$ cat src/hw/rtl/tea_block_cipher_unit_defines.svh
// Assertion macros for the TEA block cipher unit
`ifndef TEA_BLOCK_CIPHER_UNIT_DEFINES_SVH
`define TEA_BLOCK_CIPHER_UNIT_DEFINES_SVH

// check while out of reset
`define TEA_ASSERT(label, prop, msg) \
   label: assert property (@(posedge clock) disable iff (reset) prop) \
      else $error(msg);

// check at every edge, reset included
`define TEA_ASSERT_ALWAYS(label, prop, msg) \
   label: assert property (@(posedge clock) prop) else $error(msg);

`endif

$ cat src/hw/rtl/tea_pkg.sv
package tea_pkg;

   localparam int MAX_ROUNDS = 64;
   localparam int NUM_CELLS  = 2 * MAX_ROUNDS;
   localparam int ROUND_W    = $clog2(MAX_ROUNDS + 1);
   localparam int CSR_COUNT  = 6;
   localparam int CSR_ADDR_W = $clog2(CSR_COUNT * 4);

   localparam logic [31:0] TEA_DELTA       = 32'h9E37_79B9;
   localparam logic [6:0]  ROUND_RESET     = 7'd32;
   localparam logic        REQ_ENCRYPT     = 1'b0;
   localparam logic        REQ_DECRYPT     = 1'b1;

   typedef enum logic [2:0] {
      CSR_KEY0,
      CSR_KEY1,
      CSR_KEY2,
      CSR_KEY3,
      CSR_ROUNDS,
      CSR_SWAP
   } tea_csr_index_type;

   typedef struct packed {
      logic [31:0] a;
      logic [31:0] b;
      logic [31:0] c;
      logic [31:0] d;
   } tea_key_type;

   typedef struct packed {
      tea_key_type key;
      logic [6:0]  round_count;
      logic        swap_bytes;
   } tea_cfg_type;

   typedef struct packed {
      logic               valid;
      logic               dec;
      logic               phase;
      logic [ROUND_W-1:0] left;
      logic [31:0]        sum;
      logic [31:0]        y;
      logic [31:0]        z;
   } tea_lane_type;

   function automatic logic [31:0] bswap32(input logic [31:0] v);
      return {v[7:0], v[15:8], v[23:16], v[31:24]};
   endfunction

   function automatic logic [31:0] order_word(input logic swap, input logic [31:0] v);
      return swap ? bswap32(v) : v;
   endfunction

endpackage

$ cat src/hw/rtl/tea_entry.sv
module tea_entry (
   input  logic                  clock,
   input  logic                  reset,
   input  logic                  advance,
   input  logic                  req_valid,
   input  logic                  req_type,
   input  logic [31:0]           block_first,
   input  logic [31:0]           block_second,
   input  tea_pkg::tea_cfg_type  cfg,
   output tea_pkg::tea_lane_type lane_out
);
   import tea_pkg::*;

   tea_lane_type       lane_ff;
   tea_lane_type       lane_in;
   logic [31:0]        count_wide;
   logic [ROUND_W-1:0] rounds;

   always_comb begin
      count_wide = 32'(cfg.round_count);
      if (count_wide > 32'(MAX_ROUNDS)) begin
         rounds = ROUND_W'(MAX_ROUNDS);
      end else begin
         rounds = ROUND_W'(count_wide);
      end
      lane_in.valid = req_valid;
      lane_in.dec   = req_type;
      lane_in.phase = 1'b0;
      lane_in.left  = rounds;
      lane_in.y     = order_word(cfg.swap_bytes, block_first);
      lane_in.z     = order_word(cfg.swap_bytes, block_second);
      if (req_type == REQ_DECRYPT) begin
         lane_in.sum = 32'(TEA_DELTA * 32'(rounds));
      end else begin
         lane_in.sum = TEA_DELTA;
      end
   end

   always_ff @(posedge clock) begin
      if (reset) begin
         lane_ff.valid <= 1'b0;
      end else if (advance) begin
         lane_ff <= lane_in;
      end
   end

   assign lane_out = lane_ff;

endmodule

$ cat config.mk
export PLATFORM = sky130hd
export DESIGN_NAME = tea_entry
export DESIGN_NICKNAME = d
export VERILOG_FILES = /design/src/hw/rtl/tea_block_cipher_unit_defines.svh /design/src/hw/rtl/tea_pkg.sv /design/src/hw/rtl/tea_entry.sv
export SDC_FILE = /design/constraint.sdc
export NUM_CORES = 1
export LEC_CHECK = 0
export ABC_CLOCK_PERIOD_IN_PS = 7300
export CAP_MARGIN = 20
export CORE_ASPECT_RATIO = 1.25
export CORE_MARGIN = 10
export CORE_UTILIZATION = 57
export DETAILED_ROUTE_END_ITERATION = 12
export DONT_BUFFER_PORTS = 1
export PLACE_DENSITY = 0.72
export SLEW_MARGIN = 10
export SYNTH_ARGS = -nofsm -noshare
export SYNTH_HDL_FRONTEND = slang
export SYNTH_SLANG_ARGS = --single-unit
$ cat constraint.sdc
create_clock -name clock -period 7.3 [get_ports clock]
set_input_delay 0.365 -clock clock [delete_from_list [all_inputs] [get_ports clock]]
set_output_delay 0.365 -clock clock [all_outputs]
set_load 0.05 [all_outputs]
==> impl_metrics.py, run 1 <==
metrics = {
    "critical_path": {
        "worstSetupStartpointType": "input port",
        "crit_family": "adder cells",
        "critPathMaxStageDelay_ns": 0.62,
        "r2r-end": "lane_out[105]$_SDFFE_PP0P_",
        "path_max_fanout": 7,
        "r2r_cells": 2,
        "critPathKind": "in2reg",
        "cp_cell_sequence": "nor2b_1, ha_1, fa_1, inv_1, fa_1, inv_1, ha_1, ha_1, and3_1, a221o_1, a31o_1, a41o_1, a31oi_1, mux2_1",
        "path_depth": 14,
        "critPathSlowestCell": "nor2b_1",
        "worstPathArrival_ns": 5.10,
        "critPathRequiredTime_ns": 7.39,
        "cp_common_cell": "ha_1",
        "path_buf_inv": 2,
        "end_kind": "flip-flop",
        "worstReg2RegStart": "lane_out[105]$_SDFFE_PP0P_",
        "r2r_slack_ns": 6.28,
    },
    "floorplan": {
        "die_area_sq_mm": 0.0177,
        "die_h_um": 146,
        "start_util_pct": 57.6,
        "core_area_sq_mm": 0.0126,
        "die_w_um": 121,
        "io_pins": 311,
        "std_cell_rows": 46,
    },
    "timing": {
        "fin_crit_ns": 5.01,
        "clock_skew_ns": 0,
        "report.final.slew_viol_count": 0,
        "fin_crit_sh_pct": 68.6,
        "hold_viol_final": 0,
        "finalSetupViolCount": 0,
        "setup_tns_ns": 0,
        "holdWs_ns": 0.0848,
        "rsz0062_at_grt": "no",
        "max-slew-margin-rel_pct": 33.8,
        "tightest_slew_ns": 0.993,
        "fin_ws_ns": 2.29,
        "fmax_mhz": 200,
    },
    "global_routing": {
        "first_global_vias": 4715,
        "grt_pass1_wl_um": 26400,
        "overflow": 0,
        "antenna_found_initial": 0,
        "track_usage_pct": 19.2,
        "grt_max_degree": 81,
    },
    "placement": {
        "place.port_buffers": 0,
        "post-dp-hpwl_um": 13800,
        "gp_congestion": 0.970,
        "dp_slack_ns": 1.94,
    },
    "logic_synthesis": {
        "ys_ff_latch": 105,
        "synth-edff-count": 104,
        "ys.flop_type": "edfxtp_1",
        "netlist_area_sq_mm": 0.00726,
        "synthTopCellsByArea": "edfxtp_1, fa_1, ha_1, mux2_2, inv_1",
        "synth_top_cell_area_share_pct": 43.0,
        "synthArstFlopShare_pct": 0,
        "synthDistinctLibCells": 46,
        "synthCells": 606,
        "synth-seq-area-share_pct": 43.3,
        "avgSynthCellArea_sq_um": 12.0,
        "ys_warn_count": 0,
        "post-synth-top-area-cell": "edfxtp_1",
    },
    "pwr": {
        "vdd_ir_drop_max_mv": 0.163,
        "powerDensity_mw_per_mm2": 308,
        "power.total_mw": 2.37,
        "p_leak_nw": 3.29,
    },
    "detailed_routing": {
        "wl_um": 17300,
        "route.detailed.drc": 0,
        "first_pass_iters": 5,
        "wl_per_cell_um": 22.4,
        "drt_iter0_drc": 399,
        "ant_nets": 0,
        "viasPerCell": 5.84,
        "num_vias": 4504,
    },
    "clock_tree": {
        "cts.sinks": 105,
        "path_clk_slew_ns": 0.08,
        "htreeDepth": 3,
        "cts_buffers": 9,
        "ctsResizeCount": 0,
        "ctsLongestPathBuffers": 2,
        "post_cts_buffers": 0,
        "cts_tree": "built",
        "cts_root_buf": "clkbuf_16",
        "hold_buffers": 0,
        "clk_latency_ns": 0.34,
    },
    "finish": {
        "drive_gt1_share_pct": 14.4,
        "final_nets": 911,
        "largest_register_ffs": 105,
        "area_growth_pct": 5.98,
        "fin_util_pct": 61.0,
        "antenna_cells": 0,
        "layout_commonest_cell": "edfxtp_1",
        "final_cell_mix": "edfxtp_1, inv_1, mux2_2, ha_1, fa_1",
    },
    "worst_hold_path": {
        "hold_end": "lane_out[105]$_SDFFE_PP0P_",
        "holdPathStages": 1,
        "hp-class": "in2reg",
        "hold_start": "reset",
    },
    "job": {
        "maxCapViolations": 0,
    },
    "status": {
        "status": "finished, final reports clean",
    },
}
worst register-to-register path, delay by kind of cell (launching register included):
| family | cells | cell delay (ns) |
|---|---|---|
| flip-flops | 1 | 0.71 |
| AND/OR/NAND/NOR | 1 | 0.11 |
| multiplexers | 1 | 0.14 |
per-stage QoR:
stage / area, sq um / cells
final: 7690 / 771
after global routing: 7690 / 771
after detailed placement: 7410 / 755
after CTS: 7690 / 771
after floorplan: 7260 / 607
after global placement: 7410 / 755
kinds of logic (layout without fill, tap and decap cells):
group / after synthesis / in the layout / share of synthesized area, %
buffers and inverters: 107 / 103 / 5.58
flip-flops: 105 / 105 / 43.3
other: 2 / 3 / 0.103
adder cells (fa/ha/maj): 108 / 108 / 23.0
multiplexers: 73 / 73 / 11.3
AO/OA/AOI/OAI: 86 / 86 / 7.50
AND/OR/NAND/NOR: 103 / 103 / 6.65
XOR/XNOR: 22 / 22 / 2.65
routing by layer:
metal  up-vias  routed length [um]  GRT usage [%]
met2       211                8440           32.4
met3        14                2060           8.18
li1       2103                   -              -
met4         0                 235           5.44
met5         -                   0              0
met1      2176                6560           21.4
Yosys cell counts (2+ instances only):
master,count
o21ai_0,14
and2_1,2
nor2_1,24
a21boi_0,2
a21o_1,13
a21oi_1,30
clkbuf_1,18
ha_1,66
nand2_1,37
nand3_1,3
o211ai_1,5
a31oi_1,6
mux2_2,68
inv_1,85
conb_1,2
xnor2_1,14
buf_1,2
o2111ai_1,2
edfxtp_1,104
fa_1,42
nor2b_1,3
nor3_1,7
xor2_1,8
mux2i_1,4
nand2b_1,16
nand4_1,4
and3_1,4
a211oi_1,3
area by class of cell:
type | count | area, sq um
fill | 965 | 4910
multi-input combinational | 395 | 3720
sequential | 105 | 3140
inverter | 86 | 323
clock buffer | 9 | 225
tap | 168 | 210
clock inverter | 7 | 62.6
timing repair buffer | 1 | 7.51
where the power goes:
| part | switching (mW) | internal [mW] |
|---|---|---|
| sequential | 0.236 | 0.758 |
| combinational | 0.541 | 0.370 |
| clock | 0.229 | 0.239 |
| total | 1.01 | 1.37 |
worst max path at each step:
stage,start,endpoint
floorplan,reset,lane_out[0]$_DFFE_PP_
global placement,cfg[5],lane_out[90]$_SDFFCE_PN1P_
detailed placement,cfg[5],lane_out[90]$_SDFFCE_PN1P_
CTS,cfg[5],lane_out[90]$_SDFFCE_PN1P_
global route,cfg[5],lane_out[90]$_SDFFCE_PN1P_
finish,cfg[5],lane_out[90]$_SDFFCE_PN1P_
No activity file was read; power rests on OpenSTA's default activity.
==> inputs of run 2 (changes only) <==
--- a/config.mk
+++ b/config.mk
@@ -5,7 +5,8 @@
 export SDC_FILE = /design/constraint.sdc
 export NUM_CORES = 1
 export LEC_CHECK = 0
-export ABC_CLOCK_PERIOD_IN_PS = 7300
+export ABC_AREA = 1
+export ABC_CLOCK_PERIOD_IN_PS = 4800
 export CAP_MARGIN = 20
 export CORE_ASPECT_RATIO = 1.25
 export CORE_MARGIN = 10
==> constraint.sdc (replaced) <==
create_clock -name clock -period 4.8 [get_ports clock]
set_input_delay 0.24 -clock clock [delete_from_list [all_inputs] [get_ports clock]]
set_output_delay 0.24 -clock clock [all_outputs]
set_load 0.05 [all_outputs]
==> impl_metrics.py, run 2 <==
metrics = {
    "critical_path": {
        "critPathLaunch": "cfg[5]",
        "worstReg2RegStart": "lane_out[105]$_SDFFE_PP0P_",
        "worstSetupStartpointType": "input port",
        "r2r_cells": 2,
        "worstPathArrival_ns": 4.25,
        "critical_path.endpoint": "lane_out[91]$_SDFFCE_PN1P_",
        "r2r_slack_ns": 3.82,
        "critPathKind": "in2reg",
        "critPathRequiredTime_ns": 4.91,
        "r2r-end": "lane_out[105]$_SDFFE_PP0P_",
        "end_kind": "flip-flop",
        "path_max_fanout": 7,
    },
    "logic_synthesis": {
        "avgSynthCellArea_sq_um": 8.49,
        "synthTopCellsByArea": "edfxtp_1, fa_1, ha_1, nand2_1, inv_1",
        "synth_top_cell_area_share_pct": 39.5,
        "synthCells": 931,
        "ys_ff_latch": 105,
        "synth-seq-area-share_pct": 39.8,
        "yosysMostFrequentCell": "nand2_1",
        "yosys-top-cells-count": "nand2_1, inv_1, edfxtp_1, nor2_1, ha_1",
        "post-synth-top-area-cell": "edfxtp_1",
        "synth-edff-count": 104,
        "synthArstFlopShare_pct": 0,
        "ys.flop_type": "edfxtp_1",
        "ys_warn_count": 0,
        "netlist_area_sq_mm": 0.00791,
        "synthDistinctLibCells": 36,
    },
    "global_routing": {
        "overflow": 0,
        "grt_use_met1_pct": 24.7,
        "grt-busiest-layer": "met2",
        "grt.met2_usage_pct": 39.0,
        "first_global_vias": 5906,
        "grt_use_met3_pct": 6.44,
        "track_usage_pct": 21.7,
        "antenna_found_initial": 0,
        "grt_max_degree": 129,
        "grt_pass1_wl_um": 32300,
    },
    "detailed_routing": {
        "viasPerCell": 5.32,
        "route.detailed.drc": 0,
        "first_pass_iters": 5,
        "wl_per_cell_um": 18.5,
        "wl_um": 20500,
        "ant_nets": 0,
        "num_vias": 5904,
        "drt_iter0_drc": 507,
    },
    "finish": {
        "final_cell_mix": "nand2_1, inv_1, edfxtp_1, nor2_1, ha_1",
        "drive_gt1_share_pct": 6.63,
        "final_cell_area_sq_mm": 0.00843,
        "final_nets": 1243,
        "largest_register_ffs": 105,
        "layout_commonest_cell": "nand2_1",
        "antenna_cells": 0,
        "area_growth_pct": 6.61,
        "final_cells": 1110,
    },
    "clock_tree": {
        "clk_latency_ns": 0.34,
        "path_clk_slew_ns": 0.09,
        "cts_tree": "built",
        "htreeDepth": 3,
        "cts_buffers": 9,
        "cts_root_buf": "clkbuf_16",
        "post_cts_buffers": 0,
        "ctsLongestPathBuffers": 2,
        "cts.sinks": 105,
    },
    "placement": {
        "place.port_buffers": 0,
        "post-dp-hpwl_um": 16700,
        "placed_cell_area_sq_mm": 0.00809,
        "gp_congestion": 0.943,
        "place_inst": 1091,
    },
    "timing": {
        "fin_crit_ns": 4.14,
        "clock_skew_ns": 0,
        "finalSetupViolCount": 0,
        "fmax_mhz": 242,
        "report.final.slew_viol_count": 0,
        "rsz0062_at_grt": "no",
        "hold_viol_final": 0,
        "max-slew-margin-rel_pct": 50.8,
        "setup_tns_ns": 0,
        "tightest_slew_ns": 0.738,
        "fin_crit_sh_pct": 86.3,
    },
    "job": {
        "maxCapViolations": 0,
    },
    "worst_hold_path": {
        "hp-class": "in2reg",
    },
    "pwr": {
        "powerDensity_mw_per_mm2": 457,
        "vdd_ir_drop_max_mv": 0.211,
        "p_leak_nw": 4.13,
        "power.total_mw": 3.85,
    },
    "floorplan": {
        "die_area_sq_mm": 0.0190,
        "die_h_um": 152,
        "core_area_sq_mm": 0.0137,
        "std_cell_rows": 48,
        "die_w_um": 125,
        "start_util_pct": 57.7,
        "io_pins": 311,
    },
    "status": {
        "status": "finished, final reports clean",
    },
}
[run 2: routing by layer]
| layer | part of all wire [%] | vias up | routed length, um |
|---|---|---|---|
| met5 | 0 | - | 0 |
| met4 | 1.7 | 0 | 352 |
| met3 | 7.6 | 28 | 1550 |
| met2 | 51 | 206 | 10400 |
| met1 | 40 | 2745 | 8230 |
| li1 | - | 2925 | - |
[run 2: layout make-up]
class / instances / area (sq um)
Fill cell: 1222 / 5260
Multi-Input combinational cell: 597 / 3900
Sequential cell: 105 / 3140
Inverter: 208 / 781
Clock buffer: 9 / 225
Tap cell: 175 / 219
Clock inverter: 7 / 86.3
Timing Repair Buffer: 9 / 75.1
[run 2: kinds of logic after synthesis]
| group | count (synthesis) | share of synthesized area [%] |
|---|---|---|
| buffers and inverters | 230 | 11.1 |
| DFF | 105 | 39.8 |
| AOI/OAI and AO/OA | 108 | 7.22 |
| and+or+nand+nor | 372 | 20.1 |
| other | 2 | 0.0950 |
| adders and majority gates | 108 | 21.1 |
| xor gates and xnor gates | 6 | 0.665 |
[run 2: worst min path at each step]
stage               from                         end  slack, ns  cells after the start
2_1_floorplan      reset  lane_out[105]$_SDFFE_PP0P_       0.31                      1
3_3_place_gp       reset  lane_out[105]$_SDFFE_PP0P_       0.31                      1
3_5_place_dp       reset  lane_out[105]$_SDFFE_PP0P_       0.32                      1
4_1_cts        req_valid  lane_out[105]$_SDFFE_PP0P_       0.02                      2
5_1_grt         req_type  lane_out[64]$_SDFFCE_PN1P_       0.04                      1
6_report       req_valid  lane_out[105]$_SDFFE_PP0P_       0.05                      2
[run 2: critical path, cell delays in order]
cell      delay (ns)
nor2_1          0.08
nand3_1         0.07
a21boi_0        0.15
buf_4           0.19
ha_1            0.25
inv_1           0.16
fa_1            0.57
inv_1           0.06
fa_1            0.50
inv_1           0.05
fa_1            0.49
inv_1           0.05
ha_1            0.41
nand2_1         0.12
inv_1           0.10
nand2_2         0.09
nor3_1          0.30
nand3_1         0.15
nand4_1         0.12
nand3_1         0.08
[run 2: what timing repair did]
| action | CTS | global route |
|---|---|---|
| endpoints found under the hold margin | 3 | 0 |
| hold buffers | 3 | 0 |
| resized for setup | 0 | 0 |
[run 2: metrics by stage]
step / worst slack, ns / utilization (%) / hold WS, ns
final: 0.660 / 61.6 / 0.0494
after global routing: 0.354 / 61.6 / 0.0423
after CTS: 0.625 / 61.6 / 0.0156
after detailed placement: 0.251 / 59.1 / 0.316
after global placement: 0.317 / 59.1 / 0.314
after floorplan: 0.536 / - / 0.309
[run 2: report_power, final]
group,internal (mW),switching [mW]
Sequential,1.15,0.345
Clock,0.372,0.373
Combinational,0.555,1.06
Total,2.07,1.78
