[config.mk]
export PLATFORM = sky130hd
export DESIGN_NAME = tea_csr
export DESIGN_NICKNAME = d
export VERILOG_FILES = /design/src/hw/rtl/tea_block_cipher_unit_defines.svh /design/src/hw/rtl/tea_pkg.sv /design/src/hw/rtl/tea_csr.sv
export SDC_FILE = /design/constraint.sdc
export NUM_CORES = 1
export LEC_CHECK = 0
export BUFFER_PORTS_ARGS = -buffer_cell sky130_fd_sc_hd__buf_2
export CORE_UTILIZATION = 57
export DETAILED_ROUTE_END_ITERATION = 16
export HOLD_SLACK_MARGIN = 0.1
export PLACE_DENSITY = 0.82
export SLEW_MARGIN = 20
export SYNTH_ARGS = -nofsm -noshare
export SYNTH_HDL_FRONTEND = slang
export SYNTH_SLANG_ARGS = --single-unit
[constraint.sdc]
create_clock -name clock -period 10.5 [get_ports clock]
set_input_delay 0.525 -clock clock [delete_from_list [all_inputs] [get_ports clock]]
set_output_delay 0.525 -clock clock [all_outputs]
set_load 0.02 [all_outputs]
[src/hw/rtl/tea_block_cipher_unit_defines.svh]
// Assertion macros for the TEA block cipher unit
`ifndef TEA_BLOCK_CIPHER_UNIT_DEFINES_SVH
`define TEA_BLOCK_CIPHER_UNIT_DEFINES_SVH

// check while out of reset
`define TEA_ASSERT(label, prop, msg) \
   label: assert property (@(posedge clock) disable iff (reset) prop) \
      else $error(msg);

// check at every edge, reset included
`define TEA_ASSERT_ALWAYS(label, prop, msg) \
   label: assert property (@(posedge clock) prop) else $error(msg);

`endif

[src/hw/rtl/tea_pkg.sv]
package tea_pkg;

   localparam int MAX_ROUNDS = 64;
   localparam int NUM_CELLS  = 2 * MAX_ROUNDS;
   localparam int ROUND_W    = $clog2(MAX_ROUNDS + 1);
   localparam int CSR_COUNT  = 6;
   localparam int CSR_ADDR_W = $clog2(CSR_COUNT * 4);

   localparam logic [31:0] TEA_DELTA       = 32'h9E37_79B9;
   localparam logic [6:0]  ROUND_RESET     = 7'd32;
   localparam logic        REQ_ENCRYPT     = 1'b0;
   localparam logic        REQ_DECRYPT     = 1'b1;

   typedef enum logic [2:0] {
      CSR_KEY0,
      CSR_KEY1,
      CSR_KEY2,
      CSR_KEY3,
      CSR_ROUNDS,
      CSR_SWAP
   } tea_csr_index_type;

   typedef struct packed {
      logic [31:0] a;
      logic [31:0] b;
      logic [31:0] c;
      logic [31:0] d;
   } tea_key_type;

   typedef struct packed {
      tea_key_type key;
      logic [6:0]  round_count;
      logic        swap_bytes;
   } tea_cfg_type;

   typedef struct packed {
      logic               valid;
      logic               dec;
      logic               phase;
      logic [ROUND_W-1:0] left;
      logic [31:0]        sum;
      logic [31:0]        y;
      logic [31:0]        z;
   } tea_lane_type;

   function automatic logic [31:0] bswap32(input logic [31:0] v);
      return {v[7:0], v[15:8], v[23:16], v[31:24]};
   endfunction

   function automatic logic [31:0] order_word(input logic swap, input logic [31:0] v);
      return swap ? bswap32(v) : v;
   endfunction

endpackage

[src/hw/rtl/tea_csr.sv]
module tea_csr (
   input  logic                          clock,
   input  logic                          reset,
   input  logic                          psel,
   input  logic                          penable,
   input  logic                          pwrite,
   input  logic [tea_pkg::CSR_ADDR_W-1:0] paddr,
   input  logic [31:0]                   pwdata,
   output logic [31:0]                   prdata,
   output logic                          pready,
   output tea_pkg::tea_cfg_type          cfg
);
   import tea_pkg::*;

   logic [31:0]       key_ff [4];
   logic [6:0]        rounds_ff;
   logic              swap_ff;
   logic              write_en;
   tea_csr_index_type index;

   assign pready   = 1'b1;
   assign write_en = psel && penable && pwrite && pready;
   assign index    = tea_csr_index_type'(paddr[CSR_ADDR_W-1:2]);

   always_ff @(posedge clock) begin
      if (reset) begin
         key_ff[0] <= '0;
         key_ff[1] <= '0;
         key_ff[2] <= '0;
         key_ff[3] <= '0;
         rounds_ff <= ROUND_RESET;
         swap_ff   <= 1'b0;
      end else if (write_en) begin
         unique case (index)
            CSR_KEY0:   key_ff[0] <= pwdata;
            CSR_KEY1:   key_ff[1] <= pwdata;
            CSR_KEY2:   key_ff[2] <= pwdata;
            CSR_KEY3:   key_ff[3] <= pwdata;
            CSR_ROUNDS: rounds_ff <= pwdata[6:0];
            CSR_SWAP:   swap_ff   <= pwdata[0];
            default: ;
         endcase
      end
   end

   always_comb begin
      unique case (index)
         CSR_KEY0:   prdata = key_ff[0];
         CSR_KEY1:   prdata = key_ff[1];
         CSR_KEY2:   prdata = key_ff[2];
         CSR_KEY3:   prdata = key_ff[3];
         CSR_ROUNDS: prdata = {25'd0, rounds_ff};
         CSR_SWAP:   prdata = {31'd0, swap_ff};
         default:    prdata = '0;
      endcase
   end

   assign cfg.key.a       = order_word(swap_ff, key_ff[0]);
   assign cfg.key.b       = order_word(swap_ff, key_ff[1]);
   assign cfg.key.c       = order_word(swap_ff, key_ff[2]);
   assign cfg.key.d       = order_word(swap_ff, key_ff[3]);
   assign cfg.round_count = rounds_ff;
   assign cfg.swap_bytes  = swap_ff;

endmodule

==> metrics.md, run 1 <==
| Metric | Value |
|---|---|
| EDFF count, synth | approximately 130 |
| Htree depth | 4 |
| CP delay by family, top | buffers and inverters |
| Layout cells sized above 1 | 52.2% |
| Area of the multi-input gates | approximately 3600 um^2 |
| Final Hold Fails | 0 |
| Power Dens Cells | 149 nW/um^2 |
| Critical-path cell list | buf_4 -> mux2_2 -> buf_2 |
| Vias in the first global route | approximately 5700 |
| Global-route total usage across every layer | between 20 and 30% |
| Core box area | between 10000 and 15000 um^2 |
| CTS root buf | clkbuf_16 |
| Cells after Synth | approximately 570 |
| Pre-CTS setup slack | between 7 and 8 ns |
| Clock network fraction of total power | between 30% and 40% |
| Sw Pwr | between 300 and 400 uW |
| Seq/Total Area, Yosys | 51.3% |
| Antenna violations before repair | 0 |
| Cell Int Power | about 1.0 mW |
| Die W | approximately 120 um |
| Sequential Power Share | between 40% and 50% |
| Slowest cell on the critical path | buf_4 |
| Global-route wire length before repair | just over 30000 um |
| Overall die area | around 14000 um^2 |
| Layout net count | ~800 |
| Static leakage | approximately 3.7 nW |
| Routed wire length | 20100 um |
| Ys Warns | 0 |
| Register Area | around 4000 um^2 |
| Worst Path Buf+Inv | 2 |
| Initial core utilization | a little under 60% |
| Combinational Power Share | between 10% and 20% |
| Slack of the critical path | 7.27 ns |
| Critical path class | reg2out |
| CTS tree | yes |
| # hold bufs at CTS | 0 |
| Slew @ Worst Pin | ~1.1 ns |
| Syn Std Cell Area | ~7800 um^2 |
| GP Congestion | 0.833 |
| Post-CTS Resized | 0 |
| Rel. slew slack | ~29% |
| Largest net degree at the start of global routing | 84 |
| CP max stage delay | 0.88 ns |
| CP Data Arrival Time | 2.70 ns |
| Sw frac | between 20 and 30% |
| RSZ-0062 raised after global routing | false |
| DR DRC count | 0 |
| GRT Residual Overflow | 0 |
| Post-route ant nets | 0 |
| N_diodes | 0 |
| Top_reg_cell synth | edfxtp_1 |
| TritonCTS Buffers | 17 |
| Number of core rows | 42 |
| Crit end category | output port |
| Vias per cell | just under 6 |
| I/O pin count | between 200 and 250 |
| Clk sinks | ~140 |
| Worst vdd ir | approximately 94 uV |
| Vias | roughly 5500 |
| Max FO, Critical Path | 83 |
| Syn avg cell area | 13.6 um^2 |
| Fill count | 928 |
| Clock buffer depth | 2 |
| Fin crit share | between 30 and 40% |
| Distinct cells, synth | 36 |
| Asr flop ratio synth | 0% |
| Clock slew at reported path FFs | approximately 0.060 ns |
| Initial DRC count | about 300 |
| Area Overhead vs Synth | 20.7% |
| Max Cap Viol | 0 |
| Clk_skew | 0 ns |
| Tightest Hold Check Type | in2reg |
| Final TNS setup | 0 ns |
| Syn nets | ~600 |
| Critical Path RT | 9.98 ns |
| Post-route minimum period | approximately 3.2 ns |
| Clock network latency to the later pin of the worst-skew pair | 0.41 ns |
| #FFs+latches synth | between 100 and 150 |
| Status | complete, no violations |
| Fmax | about 310 MHz |
| Drt first pass iters | 5 |
| PortBufs | roughly 210 |
| Die height | 119 um |
| WL/cell | between 20 and 25 um |
| Pins Over Slew Limit | 0 |
| Worst setup SP type | flop |
| HPWL after DPL | between 10000 and 15000 um |
| Post-CTS Setup Bufs | 0 |
| Final setup vio count | 0 |
layout by cell type, fill, tap and decap left out, types with 2 or more instances in the layout:
| cell type | count |
|---|---|
| edfxtp_1 | 128 |
| mux2i_1 | 15 |
| o21ai_0 | 3 |
| clkinvlp_4 | 2 |
| nor2_1 | 3 |
| o21ai_1 | 3 |
| inv_1 | 2 |
| clkbuf_16 | 17 |
| a22oi_1 | 3 |
| mux4_2 | 25 |
| o21a_1 | 3 |
| clkinv_1 | 5 |
| and2_1 | 153 |
| buf_4 | 7 |
| nor3b_1 | 3 |
| clkbuf_1 | 3 |
| nand2_1 | 16 |
| nand3_1 | 2 |
| nor3_1 | 2 |
| mux2_2 | 132 |
| a21oi_1 | 3 |
| buf_2 | 207 |
| nand3b_1 | 3 |
| o22ai_1 | 3 |
| bufinv_16 | 2 |
| and3_1 | 4 |
| nand2_2 | 3 |
| dfxtp_1 | 7 |
worst reg2reg max path, cell delays in order, from the launching register on:
cell and delay [ns]:
dfxtp_4 0.72, nand2_1 0.10, mux2i_1 0.14
registers in the layout, summed over array words and instances, names as in the netlist:
name and flops:
swap_ff 1, rounds_ff 7, key_ff 128
layer usage:
metal  share of wire [%]  up-vias  global-route usage, %
met5                   0        -                      0
met3                 7.1       42                   6.99
met4                 2.5        0                   12.4
met2                  51      261                   50.0
met1                  40     2680                   34.4
li1                    -     2479                      -
cell usage after synthesis, types with 3 or more instances:
| cell type | number | area, um^2 |
|---|---|---|
| o22ai_1 | 3 | 18.8 |
| mux2_2 | 132 | 1490 |
| nor3b_1 | 3 | 22.5 |
| nand3b_1 | 3 | 22.5 |
| mux2i_1 | 15 | 150 |
| clkbuf_1 | 5 | 18.8 |
| a21oi_1 | 3 | 15.0 |
| edfxtp_1 | 128 | 3840 |
| buf_2 | 22 | 110 |
| nor2_1 | 3 | 11.3 |
| buf_4 | 5 | 37.5 |
| mux4_2 | 25 | 563 |
| and3_1 | 4 | 25.0 |
| clkbuf_2 | 9 | 45.0 |
| a22oi_1 | 3 | 22.5 |
| and2_1 | 153 | 957 |
| o21ai_0 | 3 | 15.0 |
| buf_6 | 4 | 45.0 |
| o21ai_1 | 3 | 15.0 |
| nand2_1 | 19 | 71.3 |
| o21a_1 | 3 | 22.5 |
| dfxtp_1 | 8 | 160 |
final cells by class:
type / instances / area share [%]
inverters: 2 / 0.0797
flip-flops and latches: 136 / 42.5
well taps: 176 / 2.34
clock inverters: 11 / 1.14
clock buffers: 20 / 4.63
multi-input cells: 389 / 37.7
repair buffers: 214 / 11.6
cells by family after synthesis:
group           synth area share [%]
simple gates                    15.3
mux                             28.2
flops                           51.3
buf+inv                         3.43
compound gates                  1.70
other cells                   0.0480
metrics by stage:
stage          cells  utilization (%)  cell area [um^2]  hold WS, ns  power, mW
2_1_floorplan    573                -              7800        0.540      0.786
3_3_place_gp     917             66.8              8880        0.463      0.855
3_5_place_dp     917             66.8              8880        0.475      0.860
4_1_cts          948             70.9              9420        0.389       1.41
5_1_grt          948             70.9              9420        0.401       1.45
6_report         948             70.9              9420        0.397       1.41
final timing paths:
check	from	end	slack [ns]	cells past startpoint
setup / recovery	swap_ff$_SDFFE_PP0P_	cfg[128]	7.27	3
hold / removal	pwdata[1]	rounds_ff[1]$_SDFFE_PP0P_	0.40	3
setup reg to reg	swap_ff$_SDFFE_PP0P_	swap_ff$_SDFFE_PP0P_	9.47	2
hold reg to reg	rounds_ff[1]$_SDFFE_PP0P_	rounds_ff[1]$_SDFFE_PP0P_	0.48	2
power groups by stage:
| stage | sequential, mW | combinational, mW | clock (mW) |
|---|---|---|---|
| 3_3_place_gp | 0.654 | 0.201 | 0 |
| 2_1_floorplan | 0.646 | 0.139 | 0 |
| 4_1_cts | 0.646 | 0.205 | 0.560 |
| 5_1_grt | 0.650 | 0.216 | 0.582 |
| 6_report | 0.646 | 0.205 | 0.556 |
| 3_5_place_dp | 0.657 | 0.204 | 0 |
Power figures use the tool's default switching activity.
==> run 2: changes to the inputs <==
--- a/config.mk
+++ b/config.mk
@@ -6,10 +6,10 @@
 export NUM_CORES = 1
 export LEC_CHECK = 0
 export BUFFER_PORTS_ARGS = -buffer_cell sky130_fd_sc_hd__buf_2
-export CORE_UTILIZATION = 57
+export CORE_UTILIZATION = 48
 export DETAILED_ROUTE_END_ITERATION = 16
 export HOLD_SLACK_MARGIN = 0.1
-export PLACE_DENSITY = 0.82
+export PLACE_DENSITY = 0.73
 export SLEW_MARGIN = 20
 export SYNTH_ARGS = -nofsm -noshare
 export SYNTH_HDL_FRONTEND = slang
==> constraint.sdc (replaced) <==
create_clock -name clock -period 2.8 [get_ports clock]
set_input_delay 0.14 -clock clock [delete_from_list [all_inputs] [get_ports clock]]
set_output_delay 0.14 -clock clock [all_outputs]
set_load 0.02 [all_outputs]
==> metrics.md, run 2 (synthesis results as in run 1) <==
| Metric | Value |
|---|---|
| Static leakage | approximately 4.0 nW |
| Fmax | ~450 MHz |
| Power Dens Cells | around 560 nW/um^2 |
| WL/cell | between 20 and 25 um |
| Fin crit share | about four fifths |
| Combinational Power Share | 14.5% |
| Cell Int Power | 4.34 mW |
| Clock network fraction of total power | a little over two fifths |
| HPWL after DPL | 14600 um |
| Vias per cell | between 5 and 6 |
| Drt first pass iters | 4 |
| N_diodes | 0 |
| Pins Over Slew Limit | 0 |
| Sw Pwr | roughly 1.3 mW |
| Clock buffer depth | 2 |
| Max Cap Viol | 0 |
| Die W | roughly 130 um |
| Stages on worst setup path | 3 |
| DR DRC count | 0 |
| Global-route wire length before repair | ~31000 um |
| Slew @ Worst Pin | approximately 0.96 ns |
| Final Util | about 63% |
| Sw frac | a little under a quarter |
| Slowest cell on the critical path | dfxtp_4 |
| Area Overhead vs Synth | 29.0% |
| Clk sinks | around 140 |
| Die height | ~130 um |
| Fill count | roughly 1300 |
| Hold Path Stages | 4 |
| PortBufs | 207 |
| Antenna violations before repair | 0 |
| Critical path class | reg2out |
| CTS root buf | clkbuf_16 |
| Largest net degree at the start of global routing | 47 |
| Post-route ant nets | 0 |
| Worst Path Buf+Inv | 2 |
| Worst setup SP type | flop |
| Clk_skew | 0 ns |
| TritonCTS Buffers | 17 |
| Crit end category | output port |
| Clock network latency to the later pin of the worst-skew pair | 0.41 ns |
| Layout cells sized above 1 | 51.6% |
| Post-CTS Setup Bufs | 0 |
| Biggest registers after layout | key_ff (128), rounds_ff (7), swap_ff (1) |
| CP delay by family, top | flip-flops |
| Htree depth | 4 |
| GP Congestion | between 0.8 and 0.9 |
| Critical Path RT | 2.66 ns |
| Commonest non-fill, non-tap cells in the layout | buf_2 (207), and2_1 (153), mux2_2 (132), edfxtp_1 (128), dlygate4sd3_1 (33) |
| CTS tree | yes |
| Fin Hold WS | a little under 0.3 ns |
| Most common cell after layout, fill and taps aside | buf_2 |
| Layout net count | 845 |
| CP max stage delay | about 0.76 ns |
| Post-route minimum period | approximately 2.2 ns |
| Number of core rows | 46 |
| RSZ-0062 raised after global routing | false |
| Tightest Hold Check Type | in2reg |
| Core box area | between 15000 and 20000 um^2 |
| Rel. slew slack | a little over a third |
| Global-route total usage across every layer | 25.9% |
| Status | complete, no violations |
| Routed wire length | about 21000 um |
| Final setup vio count | 0 |
| Clock slew at reported path FFs | roughly 0.050 ns |
| I/O pin count | between 200 and 250 |
| Worst vdd ir | approximately 300 uV |
| Initial core utilization | between 40% and 50% |
| R2R cell count | 2 |
| GRT Residual Overflow | 0 |
| Final TNS setup | 0 ns |
| Final Hold Fails | 0 |
| Sequential Power Share | 42.7% |
| Critical-path cell list | buf_4 -> mux2_2 -> buf_2 |
| Max FO, Critical Path | 46 |
| Post-CTS Resized | 0 |
| Initial DRC count | 295 |
| Most flops, register | key_ff |
| Vias | ~5600 |
| Overall die area | between 15000 and 20000 um^2 |
| CP Data Arrival Time | roughly 2.1 ns |
| Max FFs per register | approximately 130 |
| Vias in the first global route | around 5700 |
run 2: cell types whose count changed in the layout (fill, tap and decap cells not counted):
cell / delta
buf_12: +6
clkbuf_8: +7
dlygate4sd3_1: +33
clkinvlp_4: -2
bufinv_16: +2
clkinv_1: -5
clkinv_2: +2
buf_4: +4
clkinv_4: -1
clkbuf_1: -2
run 2: power groups by stage:
stage / Combinational, mW / Clock, mW / Sequential, mW
3_5_place_dp: 0.783 / 0 / 2.47
3_3_place_gp: 0.777 / 0 / 2.46
6_report: 0.822 / 2.44 / 2.43
4_1_cts: 0.826 / 2.46 / 2.43
2_1_floorplan: 0.523 / 0 / 2.42
5_1_grt: 0.875 / 2.53 / 2.44
run 2: path summary, 6_finish.rpt:
check	startpoint	end	slack, ns
worst max-delay path	swap_ff$_SDFFE_PP0P_	cfg[101]	0.58
worst max register to register	swap_ff$_SDFFE_PP0P_	swap_ff$_SDFFE_PP0P_	1.72
worst min-delay path	penable	swap_ff$_SDFFE_PP0P_	0.29
worst min register to register	rounds_ff[1]$_SDFFE_PP0P_	rounds_ff[1]$_SDFFE_PP0P_	0.49
run 2: timing repair:
item | CTS | global route
setup endpoints to repair | 0 | 0
hold buffers | 33 | 0
endpoints found under the hold margin | 132 | 0
run 2: through the flow:
stage | setup slack, ns | std cells | total power, mW | area (um^2)
after CTS | 0.568 | 1032 | 5.71 | 10100
after floorplan | 0.374 | 573 | 2.95 | 7810
after global placement | 0.746 | 967 | 3.23 | 9080
final | 0.577 | 1032 | 5.69 | 10100
after detailed placement | 0.711 | 967 | 3.25 | 9080
after global routing | 0.491 | 1032 | 5.85 | 10100
run 2: layout make-up:
class                   count  area [um^2]  area share (%)
clock buffers              25          526            5.22
repair buffers            257         1570            15.6
flip-flops and latches    136         4010            39.8
well taps                 216          270            2.68
clock inverters             7          135            1.34
multi-input cells         389         3550            35.3
inverters                   2         7.51          0.0746
run 2: worst register-to-register path, cell delays in order (launching register included):
cell and delay (ns):
dfxtp_4 0.76, nand2_1 0.11, mux2i_1 0.14
run 2: layer usage:
layer  track usage (%)  share of wire, %  vias to the layer above
li1                  -                 -                     2562
met5                 0                 0                        -
met3              6.69               8.2                       40
met4              12.2               2.8                        0
met2              47.1                52                      286
met1              28.1                37                     2737
==> run 3: changes to the inputs <==
--- a/config.mk
+++ b/config.mk
@@ -6,10 +6,10 @@
 export NUM_CORES = 1
 export LEC_CHECK = 0
 export BUFFER_PORTS_ARGS = -buffer_cell sky130_fd_sc_hd__buf_2
-export CORE_UTILIZATION = 48
+export CORE_UTILIZATION = 53
 export DETAILED_ROUTE_END_ITERATION = 16
 export HOLD_SLACK_MARGIN = 0.1
-export PLACE_DENSITY = 0.73
+export PLACE_DENSITY = 0.76
 export SLEW_MARGIN = 20
 export SYNTH_ARGS = -nofsm -noshare
 export SYNTH_HDL_FRONTEND = slang
==> constraint.sdc (replaced) <==
create_clock -name clock -period 2.1 [get_ports clock]
set_input_delay 0.105 -clock clock [delete_from_list [all_inputs] [get_ports clock]]
set_output_delay 0.105 -clock clock [all_outputs]
set_load 0.02 [all_outputs]
==> metrics.md, run 3 (synthesis results as in run 1) <==
| Metric | Value |
|---|---|
| DR DRC count | 0 |
| Status | complete, no violations |
| Clk_skew | 0 ns |
| Max FFs per register | 128 |
| Initial DRC count | approximately 380 |
| Clock slew at reported path FFs | about 0.050 ns |
| TritonCTS Buffers | 17 |
| Max FO, Critical Path | 49 |
| R2r setup slk | between 1 and 1.5 ns |
| I/O pin count | approximately 210 |
| Most common cell after layout, fill and taps aside | buf_2 |
| Clock buffer depth | 2 |
| Post-CTS Setup Bufs | 0 |
| HPWL after DPL | 13600 um |
| Most flops, register | key_ff |
| Layout cells sized above 1 | roughly half |
| Vias per cell | roughly 5.6 |
| Overall die area | around 15000 um^2 |
| Fin crit share | around 95% |
| Max Cap Viol | 0 |
| Vias | 5620 |
| Worst setup SP type | flop |
| Static leakage | 3.99 nW |
| Htree depth | 4 |
| RSZ-0062 raised after global routing | false |
| Rel. slew slack | between 40% and 50% |
| N_diodes | 0 |
| CP Data Arrival Time | 1.90 ns |
| CTS root buf | clkbuf_16 |
| Final Hold Fails | 0 |
| Post-route ant nets | 0 |
| Area Overhead vs Synth | 28.7% |
| Routed wire length | between 20000 and 25000 um |
| Pins Over Slew Limit | 0 |
| Core box area | around 14000 um^2 |
| Antenna violations before repair | 0 |
| Worst vdd ir | ~500 uV |
| Placed Area | approximately 9000 um^2 |
| Tightest Hold Check Type | in2reg |
| Clk sinks | 136 |
| GRT Residual Overflow | 0 |
| PortBufs | a little over 200 |
| Commonest non-fill, non-tap cells in the layout | buf_2 (207), and2_1 (153), mux2_2 (132), edfxtp_1 (128), dlygate4sd3_1 (33) |
| Critical path class | reg2out |
| Number of core rows | 43 |
| Post-route minimum period | 2.01 ns |
| Power Dens Cells | approximately 750 nW/um^2 |
| Final TNS setup | 0 ns |
| Initial core utilization | 55.4% |
| Fill count | roughly 1000 |
| Crit end category | output port |
| WL/cell | 20.1 um |
| Slew @ Worst Pin | roughly 0.87 ns |
| Global-route total usage across every layer | 27.5% |
| Die W | about 120 um |
| Critical Path RT | about 2.0 ns |
| Largest net degree at the start of global routing | 50 |
| Clock network latency to the later pin of the worst-skew pair | approximately 0.4 ns |
| Biggest registers after layout | key_ff (128), rounds_ff (7), swap_ff (1) |
| Fmax | roughly 500 MHz |
| Final setup vio count | 0 |
| Drt first pass iters | 5 |
| Layout net count | 850 |
| Vias in the first global route | roughly 5600 |
| GP Congestion | a little over 0.8 |
| Die height | roughly 120 um |
| CTS tree | yes |
| Final instance area | ~10000 um^2 |
| Global-route wire length before repair | slightly above 30000 um |
## run 3: layout make-up
| type | instances | area [um^2] | area share [%] |
|---|---|---|---|
| inverter | 2 | 7.51 | 0.0747 |
| timing repair buffer | 262 | 1620 | 16.1 |
| sequential | 136 | 4010 | 39.9 |
| clock buffer | 17 | 425 | 4.23 |
| tap | 180 | 225 | 2.24 |
| multi-input combinational | 389 | 3550 | 35.4 |
| clock inverter | 15 | 208 | 2.07 |
## run 3: metrics by stage
stage / util, % / power (mW) / cells / hold WS (ns) / worst slack [ns]
6_report: 71.3 / 7.50 / 1001 / 0.313 / 0.0949
4_1_cts: 71.3 / 7.53 / 1001 / 0.304 / 0.0877
2_1_floorplan: - / 3.93 / 573 / 0.247 / 0.304
5_1_grt: 71.3 / 7.74 / 1001 / 0.346 / 0.0178
3_3_place_gp: 64.4 / 4.29 / 936 / 0.389 / 0.431
3_5_place_dp: 64.4 / 4.32 / 936 / 0.408 / 0.416
## run 3: critical path, stage by stage (launching register included)
cell and delay, ns:
dfxtp_4 0.61, buf_12 0.31, mux2_2 0.39, buf_2 0.16
## run 3: routing by layer
layer	up-vias	wire, um	part of all wire, %	GRT usage [%]
met1	2804	8550	43	36.0
met2	209	9970	50	45.4
met3	33	1160	5.8	5.86
met5	-	0	0	0
met4	0	412	2.1	9.56
li1	2574	-	-	-
## run 3: repair_timing
item                                   CTS  global route
hold buffers                            33             0
gates resized for setup                  0             0
endpoints found under the hold margin  136             0
## run 3: power by group
group | leakage, nW | total [mW] | switching (mW) | internal, mW
clock | 0.301 | 3.18 | 1.09 | 2.09
combinational | 2.40 | 1.09 | 0.617 | 0.475
sequential | 1.29 | 3.23 | 0.118 | 3.11
total | 3.99 | 7.50 | 1.83 | 5.67
## run 3: final timing paths
| check | from | endpoint | cells after the start |
|---|---|---|---|
| worst max register to register | swap_ff$_SDFFE_PP0P_ | swap_ff$_SDFFE_PP0P_ | 2 |
| worst min-delay path | penable | swap_ff$_SDFFE_PP0P_ | 4 |
| worst max-delay path | swap_ff$_SDFFE_PP0P_ | cfg[25] | 3 |
| worst min register to register | rounds_ff[0]$_SDFFE_PP0P_ | rounds_ff[0]$_SDFFE_PP0P_ | 2 |
